## src/hw/rtl/aanf_pkg.sv

```systemverilog
// ============================================================================
// aanf_pkg
// Shared types and constants of the Annex B access unit delimiter filter.
// ============================================================================
package aanf_pkg;

    // Low five bits of a NAL header hold the unit type.
    localparam logic [7:0] NAL_TYPE_MASK = 8'h1f;
    // Unit type of an access unit delimiter.
    localparam logic [7:0] AUD_TYPE      = 8'h09;
    // Last byte of a start code.
    localparam logic [7:0] START_BYTE    = 8'h01;
    // Number of bytes in a start code prefix.
    localparam logic [1:0] PREFIX_LEN    = 2'd3;

    // Emit command for one accepted input byte, passed from front to back.
    typedef struct packed {
        logic       pre;      // send a 00 00 01 prefix first
        logic [1:0] nz;       // number of zero bytes after the prefix
        logic       bv;       // send the data byte after the zeros
        logic [7:0] data;     // the data byte
        logic       last;     // this byte ends the buffer
    } t_cmd;

endpackage

```

## src/hw/rtl/aanf_front.sv

```systemverilog
// ============================================================================
// aanf_front
// Parses the byte stream, tracks start codes and unit state, and turns each
// accepted byte into one emit command (or none).
// ============================================================================
module aanf_front (
    input  logic            i_clk,
    input  logic            i_rst_n,
    input  logic            i_accept,
    input  logic [7:0]      i_byte,
    input  logic            i_last,
    output logic            o_cmd_valid,
    output aanf_pkg::t_cmd  o_cmd
);

    logic [1:0] r_held_zeros, n_held_zeros;
    logic       r_inside,     n_inside;
    logic       r_hdr_pend,   n_hdr_pend;
    logic       r_drop,       n_drop;

    logic       start_code;
    logic       is_aud;
    logic       live;

    always_comb begin
        n_held_zeros = r_held_zeros;
        n_inside     = r_inside;
        n_hdr_pend   = r_hdr_pend;
        n_drop       = r_drop;
        o_cmd.pre    = 1'b0;
        o_cmd.nz     = 2'd0;
        o_cmd.bv     = 1'b0;
        o_cmd.data   = i_byte;
        o_cmd.last   = i_last;
        live         = 1'b0;

        start_code = (i_byte == aanf_pkg::START_BYTE) && (r_held_zeros == 2'd2) && !i_last;
        is_aud     = ((i_byte & aanf_pkg::NAL_TYPE_MASK) == aanf_pkg::AUD_TYPE);

        if (start_code) begin
            n_inside     = 1'b1;
            n_hdr_pend   = 1'b1;
            n_drop       = 1'b0;
            n_held_zeros = 2'd0;
        end else begin
            if (r_hdr_pend) begin
                n_hdr_pend = 1'b0;
                if (is_aud) begin
                    n_drop = 1'b1;
                end else begin
                    o_cmd.pre = 1'b1;
                end
            end
            live = r_inside && !n_drop;
            if ((i_byte == 8'd0) && !i_last) begin
                if (r_held_zeros == 2'd2) begin
                    // The oldest held zero can no longer start a start code.
                    o_cmd.nz = live ? 2'd1 : 2'd0;
                end else begin
                    n_held_zeros = r_held_zeros + 2'd1;
                end
            end else begin
                o_cmd.nz     = live ? r_held_zeros : 2'd0;
                o_cmd.bv     = live;
                n_held_zeros = 2'd0;
            end
        end

        if (i_last) begin
            n_held_zeros = 2'd0;
            n_inside     = 1'b0;
            n_hdr_pend   = 1'b0;
            n_drop       = 1'b0;
        end

        o_cmd_valid = i_accept &&
                      (o_cmd.pre || (o_cmd.nz != 2'd0) || o_cmd.bv || i_last);
    end

    always_ff @(posedge i_clk) begin
        if (!i_rst_n) begin
            r_held_zeros <= 2'd0;
            r_inside     <= 1'b0;
            r_hdr_pend   <= 1'b0;
            r_drop       <= 1'b0;
        end else if (i_accept) begin
            r_held_zeros <= n_held_zeros;
            r_inside     <= n_inside;
            r_hdr_pend   <= n_hdr_pend;
            r_drop       <= n_drop;
        end
    end

endmodule

```

## src/hw/rtl/aanf_fifo.sv

```systemverilog
// ============================================================================
// aanf_fifo
// Small command queue between the front parser and the back emitter.
// ============================================================================
module aanf_fifo #(
    parameter int DEPTH = 4
) (
    input  logic            i_clk,
    input  logic            i_rst_n,
    input  logic            i_wr,
    input  aanf_pkg::t_cmd  i_wdata,
    output logic            o_full,
    input  logic            i_rd,
    output aanf_pkg::t_cmd  o_rdata,
    output logic            o_empty
);

    localparam int PTR_W = (DEPTH > 1) ? $clog2(DEPTH) : 1;
    localparam int CNT_W = $clog2(DEPTH + 1);

    aanf_pkg::t_cmd   r_mem [DEPTH];
    logic [PTR_W-1:0] r_wr_ptr;
    logic [PTR_W-1:0] r_rd_ptr;
    logic [CNT_W-1:0] r_count;

    logic do_wr;
    logic do_rd;

    assign o_full  = (r_count == CNT_W'(DEPTH));
    assign o_empty = (r_count == '0);
    assign o_rdata = r_mem[r_rd_ptr];
    assign do_wr   = i_wr && !o_full;
    assign do_rd   = i_rd && !o_empty;

    always_ff @(posedge i_clk) begin
        if (do_wr) begin
            r_mem[r_wr_ptr] <= i_wdata;
        end
    end

    always_ff @(posedge i_clk) begin
        if (!i_rst_n) begin
            r_wr_ptr <= '0;
            r_rd_ptr <= '0;
            r_count  <= '0;
        end else begin
            if (do_wr) begin
                r_wr_ptr <= (r_wr_ptr == PTR_W'(DEPTH - 1)) ? '0 : r_wr_ptr + 1'b1;
            end
            if (do_rd) begin
                r_rd_ptr <= (r_rd_ptr == PTR_W'(DEPTH - 1)) ? '0 : r_rd_ptr + 1'b1;
            end
            if (do_wr && !do_rd) begin
                r_count <= r_count + 1'b1;
            end else if (do_rd && !do_wr) begin
                r_count <= r_count - 1'b1;
            end
        end
    end

endmodule

```

## src/hw/rtl/aanf_back.sv

```systemverilog
// ============================================================================
// aanf_back
// Expands emit commands into result bytes in an output register, one per
// cycle unless that register holds a result that is not popped.
// ============================================================================
module aanf_back (
    input  logic            i_clk,
    input  logic            i_rst_n,
    input  logic            i_cmd_empty,
    input  aanf_pkg::t_cmd  i_cmd,
    output logic            o_cmd_rd,
    input  logic            i_pop,
    output logic            o_valid,
    output logic [7:0]      o_byte,
    output logic            o_mark,
    output logic            o_last
);

    // Command being worked off.
    logic       r_busy;
    logic [1:0] r_pre;
    logic [1:0] r_nz;
    logic       r_bv;
    logic [7:0] r_data;
    logic       r_last;

    logic       r_ov;
    logic [7:0] r_ob;
    logic       r_om;
    logic       r_ol;

    logic       have;
    logic       advance;
    logic [1:0] sel_pre, n_pre;
    logic [1:0] sel_nz,  n_nz;
    logic       sel_bv,  n_bv;
    logic [7:0] sel_data;
    logic       sel_last;
    logic [7:0] emit_byte;
    logic       emit_mark;
    logic       done;

    always_comb begin
        have     = r_busy || !i_cmd_empty;
        advance  = !r_ov || i_pop;
        sel_pre  = r_busy ? r_pre  : (i_cmd.pre ? aanf_pkg::PREFIX_LEN : 2'd0);
        sel_nz   = r_busy ? r_nz   : i_cmd.nz;
        sel_bv   = r_busy ? r_bv   : i_cmd.bv;
        sel_data = r_busy ? r_data : i_cmd.data;
        sel_last = r_busy ? r_last : i_cmd.last;

        n_pre     = sel_pre;
        n_nz      = sel_nz;
        n_bv      = sel_bv;
        emit_byte = 8'd0;
        emit_mark = 1'b0;
        if (sel_pre != 2'd0) begin
            emit_byte = (sel_pre == 2'd1) ? aanf_pkg::START_BYTE : 8'd0;
            n_pre     = sel_pre - 2'd1;
        end else if (sel_nz != 2'd0) begin
            n_nz = sel_nz - 2'd1;
        end else if (sel_bv) begin
            emit_byte = sel_data;
            n_bv      = 1'b0;
        end else begin
            emit_mark = 1'b1;
        end
        done     = (n_pre == 2'd0) && (n_nz == 2'd0) && !n_bv;
        o_cmd_rd = !r_busy && have && advance;
    end

    always_ff @(posedge i_clk) begin
        if (!i_rst_n) begin
            r_busy <= 1'b0;
            r_ov   <= 1'b0;
        end else begin
            if (advance) begin
                r_ov <= have;
                if (have) begin
                    r_busy <= !done;
                end
            end
        end
    end

    always_ff @(posedge i_clk) begin
        if (advance && have) begin
            r_pre  <= n_pre;
            r_nz   <= n_nz;
            r_bv   <= n_bv;
            r_data <= sel_data;
            r_last <= sel_last;
            r_ob   <= emit_byte;
            r_om   <= emit_mark;
            r_ol   <= sel_last && done;
        end
    end

    assign o_valid = r_ov;
    assign o_byte  = r_ob;
    assign o_mark  = r_om;
    assign o_last  = r_ol;

endmodule

```

## src/hw/rtl/annexb_aud_nal_filter.sv

```systemverilog
// ============================================================================
// annexb_aud_nal_filter
// H.264 Annex B filter that re-frames NAL units and drops access unit
// delimiters.
// ============================================================================
//
//  Channel   Handshake           Payload                          Direction
//  -------   -----------------   ------------------------------   ---------
//  input     push / full         i_in_byte, i_in_last             in
//  result    empty / pop         o_out_byte, o_out_empty,         out
//                                o_out_last
//
//  One input transaction is taken per cycle while the command queue has room.
//  Each byte produces between zero and four result transactions; the back end
//  sends one result per cycle unless a result waits unpopped, so throughput
//  is bounded by the result count of each byte.
//  The first result of an accepted byte passes through the command queue and
//  then the output register before it reaches the result ports.
//  Reset is synchronous and active low; it empties the queue and the output
//  register and returns the parser to the state before the first start code.
//  A stalled result side fills the command queue, after which full rises.
//
// The front end tracks held zeros and unit state and decides, for each byte,
// how many prefix, zero and data bytes leave. Those decisions travel as
// commands through a short queue, so a burst after a unit header does not
// hold off the input side. Unless stalled by an unpopped result, the back
// end walks each command one byte per cycle into an output register that
// presents the oldest waiting result. A buffer's last byte always produces
// at least one result, an end marker with o_out_empty set if no other is due.
module annexb_aud_nal_filter #(
    parameter int FIFO_DEPTH = 4
) (
    input  logic       i_clk,
    input  logic       i_rst_n,
    input  logic       push,
    output logic       full,
    input  logic [7:0] i_in_byte,
    input  logic       i_in_last,
    output logic       empty,
    input  logic       pop,
    output logic [7:0] o_out_byte,
    output logic       o_out_empty,
    output logic       o_out_last
);

    logic           accept;
    logic           cmd_valid;
    aanf_pkg::t_cmd cmd_wr;
    aanf_pkg::t_cmd cmd_rd;
    logic           cmd_empty;
    logic           cmd_pop;
    logic           out_valid;

    // The queue's full flag throttles the input directly.
    assign accept = push && !full;

    aanf_front u_front (
        .i_clk       (i_clk),
        .i_rst_n     (i_rst_n),
        .i_accept    (accept),
        .i_byte      (i_in_byte),
        .i_last      (i_in_last),
        .o_cmd_valid (cmd_valid),
        .o_cmd       (cmd_wr)
    );

    aanf_fifo #(
        .DEPTH (FIFO_DEPTH)
    ) u_fifo (
        .i_clk   (i_clk),
        .i_rst_n (i_rst_n),
        .i_wr    (cmd_valid),
        .i_wdata (cmd_wr),
        .o_full  (full),
        .i_rd    (cmd_pop),
        .o_rdata (cmd_rd),
        .o_empty (cmd_empty)
    );

    aanf_back u_back (
        .i_clk       (i_clk),
        .i_rst_n     (i_rst_n),
        .i_cmd_empty (cmd_empty),
        .i_cmd       (cmd_rd),
        .o_cmd_rd    (cmd_pop),
        .i_pop       (pop),
        .o_valid     (out_valid),
        .o_byte      (o_out_byte),
        .o_mark      (o_out_empty),
        .o_last      (o_out_last)
    );

    assign empty = !out_valid;

endmodule

```

## config.mk

```make
export PLATFORM = sky130hd
export DESIGN_NAME = annexb_aud_nal_filter
export DESIGN_NICKNAME = d
export VERILOG_FILES = /design/src/hw/rtl/aanf_pkg.sv /design/src/hw/rtl/aanf_front.sv /design/src/hw/rtl/aanf_fifo.sv /design/src/hw/rtl/aanf_back.sv /design/src/hw/rtl/annexb_aud_nal_filter.sv
export SDC_FILE = /design/constraint.sdc
export NUM_CORES = 1
export LEC_CHECK = 0
export ABC_AREA = 1
export BUFFER_PORTS_ARGS = -buffer_cell sky130_fd_sc_hd__buf_2
export CAP_MARGIN = 40
export CORE_MARGIN = 4
export CORE_UTILIZATION = 62
export DETAILED_ROUTE_END_ITERATION = 7
export PLACE_DENSITY = 0.81
export SLEW_MARGIN = 10
export SYNTH_ARGS = -nofsm -noshare
export SYNTH_HDL_FRONTEND = slang
export SYNTH_SLANG_ARGS = --single-unit
```

## constraint.sdc

```tcl
create_clock -name i_clk -period 3.93 [get_ports i_clk]
set_clock_uncertainty 0.15 [all_clocks]
set_input_delay 0.1965 -clock i_clk [delete_from_list [all_inputs] [get_ports i_clk]]
set_output_delay 0.1965 -clock i_clk [all_outputs]
set_load 0.01 [all_outputs]
```

* Word-level counts from Yosys, hierarchy flattened
Memories as Yosys holds them, arrays and structs flattened. A register that Yosys moved wholly into a read port is not among the register bits.
Cells that the tools add are included.
** Storage, ports and cells
- Register bits after elaboration :: 38
- Bits in latches :: 0
- Memory bits (writable) :: 52
- Bits in read-only memories :: 0
- Input port bits :: 13
- Output and inout bits :: 12
- Word-level logic and storage cells :: 122
- Memories kept :: 1
** Memory list
- u_fifo.r_mem :: depth 4, width 13, rd ports 1, clocked after memory_dff 1, wr ports 1, RTL line aanf_fifo.sv:21 : aanf_pkg::t_cmd r_mem [DEPTH];
** Cells by class
- $add $sub $neg :: 7
- $mul :: 0
- Divide/modulo/power cells :: 0
- Magnitude comparators :: 0
- Eq/ne operators :: 8
- Shift-type cells :: 0
- Multiplexer cells :: 45
- Bitwise logic cells :: 0
- Reduce and logical (&&, ||, !) cells :: 44
** Operators by type and width (count)
- two-way mux 2 bit :: 17
- two-way mux 8 bit :: 4
- two-way mux 1 bit :: 21
- logical AND 1 bit :: 16
- zero test 1 bit :: 10
- nonzero test 2 bit :: 5
- equality test 8 x 1 -> 1 bit, second input constant :: 1
- zero test 8 bit :: 1
- adder 2 x 1 -> 2 bit, second input constant :: 3
- equality test 2 bit, second input constant :: 3
- two-way mux 3 bit :: 2
- AND reduction 2 bit :: 3
- equality test 5 x 4 -> 1 bit, second input constant :: 1
- logical OR 1 bit :: 5
- zero test 2 bit :: 2
- two-way mux 4 bit :: 1
- != test 4 x 3 -> 1 bit, second input constant :: 1
- subtractor 2 x 1 -> 2 bit, second input constant :: 2
- adder 3 x 1 -> 3 bit, second input constant :: 1
- equality test 3 bit, second input constant :: 1
- zero test 3 bit :: 1
- subtractor 3 x 1 -> 3 bit, second input constant :: 1
- equality test 2 x 1 -> 1 bit, second input constant :: 1
- OR reduction 2 bit :: 1

* Depth between registers and ports, before layout
- Word-level depth :: 20
- Gate-level depth with buffers :: 19
- Gate-level depth less buffers :: 19

* Modules after synthesis
A second synthesis with hierarchy kept.
** Second synthesis, totals
- Cell total of the unflattened synthesis :: 392
- Area total of the unflattened synthesis :: 4260.3 µm²
** Modules (own cells, without submodules)
- aanf_fifo :: times used 1, cells each 198, area each 2531.2 µm², seq. area each 1741.7 µm²
- aanf_back :: times used 1, cells each 110, area each 1212.4 µm², seq. area each 760.7 µm²
- aanf_front :: times used 1, cells each 81, area each 503.0 µm², seq. area each 100.1 µm²
- annexb_aud_nal_filter :: times used 1, cells each 3, area each 13.8 µm², seq. area each 0.0 µm²

* Least setup slack after synthesis
OpenSTA, ideal clock, no wires.
- Path kind :: flip-flop to flip-flop
- Start :: register u_front.r_held_zeros[0]
- End :: register u_fifo.r_count[1]
- Setup time :: 0.120 ns
- Arrival :: 2.024 ns
- Required time :: 3.660 ns
- Setup slack :: 1.635 ns
- Cell stages (with the launch flop) :: 15
- Buffers on the path :: 0
- Clock period less this slack :: 2.295 ns
- Cells stage by stage :: dfxtp_1 inv_1 ha_1 nand3_1 nor2_2 nand2_1 a21oi_1 nand3_2 nand2_4 inv_1 ha_1 inv_1 fa_1 o21ai_0 a21oi_1
** On the way
- Longest elaborated chain between the ends :: 13
- Elaborated cells between the ends (all ways) :: 18
- Classes of those cells :: eq/ne (1); mux (5); reduce/logical (12)
** RTL lines
- start, declared :: RTL line aanf_front.sv:16 : logic [1:0] r_held_zeros, n_held_zeros;
- start signal, assigned :: RTL line aanf_front.sv:87 : r_held_zeros <= n_held_zeros;
- equality test 2 bit :: RTL line aanf_front.sv:37, aanf_front.sv:56
- two-way mux 2 bit / logical AND 1 bit (equally long branches) :: RTL line aanf_front.sv:56, aanf_front.sv:37
- two-way mux 2 bit / logical AND 1 bit (equally long branches) :: RTL line aanf_front.sv:55, aanf_front.sv:37
- two-way mux 4 bit (*) :: RTL line aanf_front.sv:40 : if (start_code) begin
- nonzero test 2 bit :: RTL line aanf_front.sv:77 : (o_cmd.pre || (o_cmd.nz != 2'd0) || o_cmd.bv || i_last);
- logical OR 1 bit :: RTL line aanf_front.sv:77
- logical OR 1 bit (*) (2 in series) :: RTL line aanf_front.sv:77
- logical AND 1 bit (*) :: RTL line aanf_front.sv:76 : o_cmd_valid = i_accept &&
- logical AND 1 bit (*) :: RTL line aanf_fifo.sv:32 : assign do_wr = i_wr && !o_full;
- net u_fifo.do_wr :: RTL line aanf_fifo.sv:26 : logic do_wr;
- zero test 1 bit :: RTL line aanf_fifo.sv:55 : end else if (do_rd && !do_wr) begin
- logical AND 1 bit :: RTL line aanf_fifo.sv:55
- nonzero test 2 bit (no source line)
- end signal, assigned :: RTL line aanf_fifo.sv:54 : r_count <= r_count + 1'b1;
- end signal, assigned :: RTL line aanf_fifo.sv:56 : r_count <= r_count - 1'b1;
- end, declared :: RTL line aanf_fifo.sv:24 : logic [CNT_W-1:0] r_count;
Mark *: on every way through the listed nets, which the timed path passes. The rest lies on a longest branch.
A chain may end at the register's enable or synchronous reset.

* Worst setup path in the final report
- Start :: input port i_in_byte[7]
- End :: register u_fifo.r_count[2]
** On the way
- Longest elaborated chain between the ends :: 13
- Elaborated cells between the ends (all ways) :: 19
- Classes of those cells :: eq/ne (1); mux (4); reduce/logical (14)
** RTL lines
- start, declared :: RTL line annexb_aud_nal_filter.sv:37 : input logic [7:0] i_in_byte,
- zero test 8 bit / equality test 8 x 1 -> 1 bit (equally long branches) :: RTL line aanf_front.sv:55, aanf_front.sv:37
- logical AND 1 bit, on equally long branches :: RTL line aanf_front.sv:55, aanf_front.sv:37
- two-way mux 2 bit / logical AND 1 bit (equally long branches) :: RTL line aanf_front.sv:55, aanf_front.sv:37
- two-way mux 4 bit (*) :: RTL line aanf_front.sv:40
- nonzero test 2 bit :: RTL line aanf_front.sv:77
- logical OR 1 bit :: RTL line aanf_front.sv:77
- logical OR 1 bit (*) (2 in series) :: RTL line aanf_front.sv:77
- logical AND 1 bit (*) :: RTL line aanf_front.sv:76
- logical AND 1 bit (*) :: RTL line aanf_fifo.sv:32
- net u_fifo.do_wr :: RTL line aanf_fifo.sv:26
- zero test 1 bit :: RTL line aanf_fifo.sv:55
- logical AND 1 bit :: RTL line aanf_fifo.sv:55
- nonzero test 2 bit (no source line)
Marks and branches as above.

==> impl_metrics.csv <==
group,metric,value,unit
floorplan,ios,25,
cts,holdBufCountCts,11,
timing,worstMarginPinSlew,0.589,ns
synthesis,yosysUniqueCellTypes,38,
floorplan,initial_core_util,0.644,
outcome,outcome,"complete, no violations",
setup_path,critPathCaptureType,"register",
layout,final_nets,452,
min_path,worstHoldStart,"push",
synthesis,synth_area_per_cell,10.6,µm²
cts,h-tree-depth,3,
setup_path,critical_path_class,"input pin to register",
cts,cts_resized,0,
drt,wire_per_inst,14.0,µm
floorplan,die-width,89.4,µm
timing,hold_violations,0,
cts,clock_path_buffers,2,
power,ir_drop,0.000596,V
min_path,hp-class,"input pin to register",
cts,cts_setup_buffers,0,
setup_path,crit_path_max_fanout,9,
power,p_leak,1.95,nW
synthesis,syn-num-nets,410,
global_routing,grt_pass1_vias,2532,
synthesis,synth_top_family_by_area,"simple AND/OR/NAND/NOR gates",
layout,synthToLayoutAreaGrowth,12.8,%
global_routing,grt_max_degree,27,
drt,wl,7.20,mm
cts,insertion_delay,0.34,ns
synthesis,synth_adder_area_share,0.0262,
synthesis,netlist_area,4110,µm²
global_routing,grt_pass1_wl,12.1,mm
synthesis,ys_async_sr_fraction,0,
cts,cts.clk_slew.worst_paths,0.08,ns
layout,antenna_cells,0,
synthesis,synth-simple-area-share,0.177,
floorplan,core,6390,µm²
synthesis,synthXorXnorAreaFrac,0,
synthesis,synth-seq-area-share,0.633,
setup_path,cp.required,4.06,ns
timing,setup_violations,0,
setup_path,r2r-start,"u_front.r_held_zeros[0]",
drt,num_vias,2693,
layout,utilization,0.726,
setup_path,r2r_slack,1.39,ns
global_routing,overflow,0,
global_routing,grt.total_usage,0.204,
global_routing,antenna_found_initial,0,
placement,port_buffers,24,
layout,final_cell_mix,"nand2_1 (77), edfxtp_1 (76), inv_1 (49)",
cts,cts_tree,"done",
power,power_density,720,nW/µm²
synthesis,yosysTopAreaCell,"edfxtp_1",
setup_path,startpoint_type,"input pin",
synthesis,ys_ff_latch,92,
placement,gp_congestion,0.792,
layout,seq_area,2600,µm²
setup_path,startpoint,"i_in_byte[7]",
synthesis,synthFlopType,"edfxtp_1",
cts,cts_sinks,92,
layout,final_layout_size_suffix_gt1_frac,0.170,
layout,multiInputGateArea,1190,µm²
synthesis,synth_compound_area_frac,0.0861,
drt,drc,0,
floorplan,die-area,8000,µm²
timing,period_needed,2.72,ns
synthesis,synthesis.instances,389,
timing,fmax,368,MHz
setup_path,cp.arrival,2.85,ns
synthesis,synth.area.mux_share,0,
flow_run,max-cap-violations,0,
layout,layout_commonest_cell,"nand2_1",
layout,nFillCells,444,
timing,rsz0062_at_grt,"no",
drt,drt-initial-drc-count,197,
synthesis,ys_top_cells_by_area,"edfxtp_1 (56%), dfxtp_1 (7.8%), nand2_1 (7.0%)",
timing,timing.setup.tns,0,ns
synthesis,synthDominantCellAreaShare,0.555,
floorplan,die_h,89.4,µm
drt,viasPerCell,5.25,
synthesis,synth_edf_count,76,
floorplan,rows,29,
timing,slew_headroom,0.606,
drt,firstDrtPassIters,4,
drt,ant_nets,0,
cts,root_buffer,"clkbuf_8",
placement,dp_hpwl,4.91,mm
cts,cts_buffers,9,
timing,drv_slew,0,
timing,finalCritPeriodShare,0.691,
synthesis,ys_warn_count,0,
==> routing by layer <==
metal,up-vias,track usage,share of wire
met5,-,0,0
met4,0,0.0609,0.0081
met3,6,0.0553,0.050
met2,69,0.336,0.50
met1,1245,0.266,0.44
li1,1373,-,-
==> path summary, 6_finish.rpt <==
kind	endpoint	cells past startpoint
max	u_fifo.r_count[2]	21
min	u_front.r_hdr_pend	4
max reg2reg	u_fifo.r_count[2]	19
min reg2reg	u_front.r_held_zeros[1]	2
==> cells in the mapped netlist (2+ instances only) <==
cell type,count
nand2_1,77
edfxtp_1,76
inv_1,49
nor2_1,48
o21ai_0,27
a21oi_1,16
dfxtp_1,16
o22ai_1,11
nand3_1,10
ha_1,7
nand2_2,7
buf_6,5
inv_2,4
nor2_2,3
a21oi_2,2
buf_2,2
inv_8,2
nand2_4,2
nand3_2,2
nand3_4,2
nor2_4,2
nor3_1,2
o21a_1,2
==> critical path: stages <==
cell and delay, ns:
dlygate4sd3_1 0.53, buf_2 0.15, inv_1 0.06, nand2_1 0.10, nor2_4 0.15, inv_2 0.05, nor2_2 0.12, nand2_1 0.08
nand2_1 0.07, nand2_1 0.07, nand3_2 0.09, nand2_4 0.08, inv_1 0.07, ha_1 0.14, inv_1 0.07, fa_1 0.39
nor2_1 0.13, nor2_1 0.05, nand2_1 0.06, o21ai_0 0.07, a21oi_1 0.11
==> through the flow <==
stage               power [W]  setup slack, ns  hold WS, ns  area, µm²  std cells
global placement      0.00257             1.41        0.273       4260        483
finish                0.00334             1.21        0.155       4640        513
CTS                   0.00337             1.26        0.129       4640        513
global route          0.00360             1.00        0.179       4640        513
detailed placement    0.00268             1.45        0.283       4310        486
floorplan             0.00238             1.64        0.145       4110        389
==> state kept, by name, summed over array words and instances, names as in the netlist, 2 cells and up, named ones only <==
signal                count
u_fifo.r_count            3
u_fifo.r_mem             52
u_back.r_pre              2
u_fifo.r_rd_ptr           2
u_fifo.r_wr_ptr           2
u_back.o_byte             8
u_back.r_nz               2
u_back.r_data             8
u_front.r_held_zeros      2
==> logic make-up (layout without fill, tap and decap cells) <==
| family | after synthesis | in the layout |
|---|---|---|
| buffers and inverters | 66 | 113 |
| adder cells (fa/ha/maj) | 8 | 8 |
| AO/OA/AOI/OAI | 63 | 63 |
| flip-flops | 92 | 92 |
| AND/OR/NAND/NOR | 160 | 160 |
==> report_power, final <==
part | internal, W | leakage, nW | switching [W]
Clock | 0.000356 | 0.111 | 0.000319
Combinational | 0.000417 | 0.987 | 0.000783
Sequential | 0.00136 | 0.854 | 0.000102
Total | 0.00214 | 1.95 | 0.00120
==> area by class of cell <==
type / instances / share of cell area
Clock buffer: 9 / 0.0267
Clock inverter: 7 / 0.0197
Inverter: 55 / 0.0477
Multi-Input combinational cell: 231 / 0.256
Sequential cell: 92 / 0.561
Tap cell: 77 / 0.0208
Timing Repair Buffer: 42 / 0.0677
(Power assumes the default switching activity.)
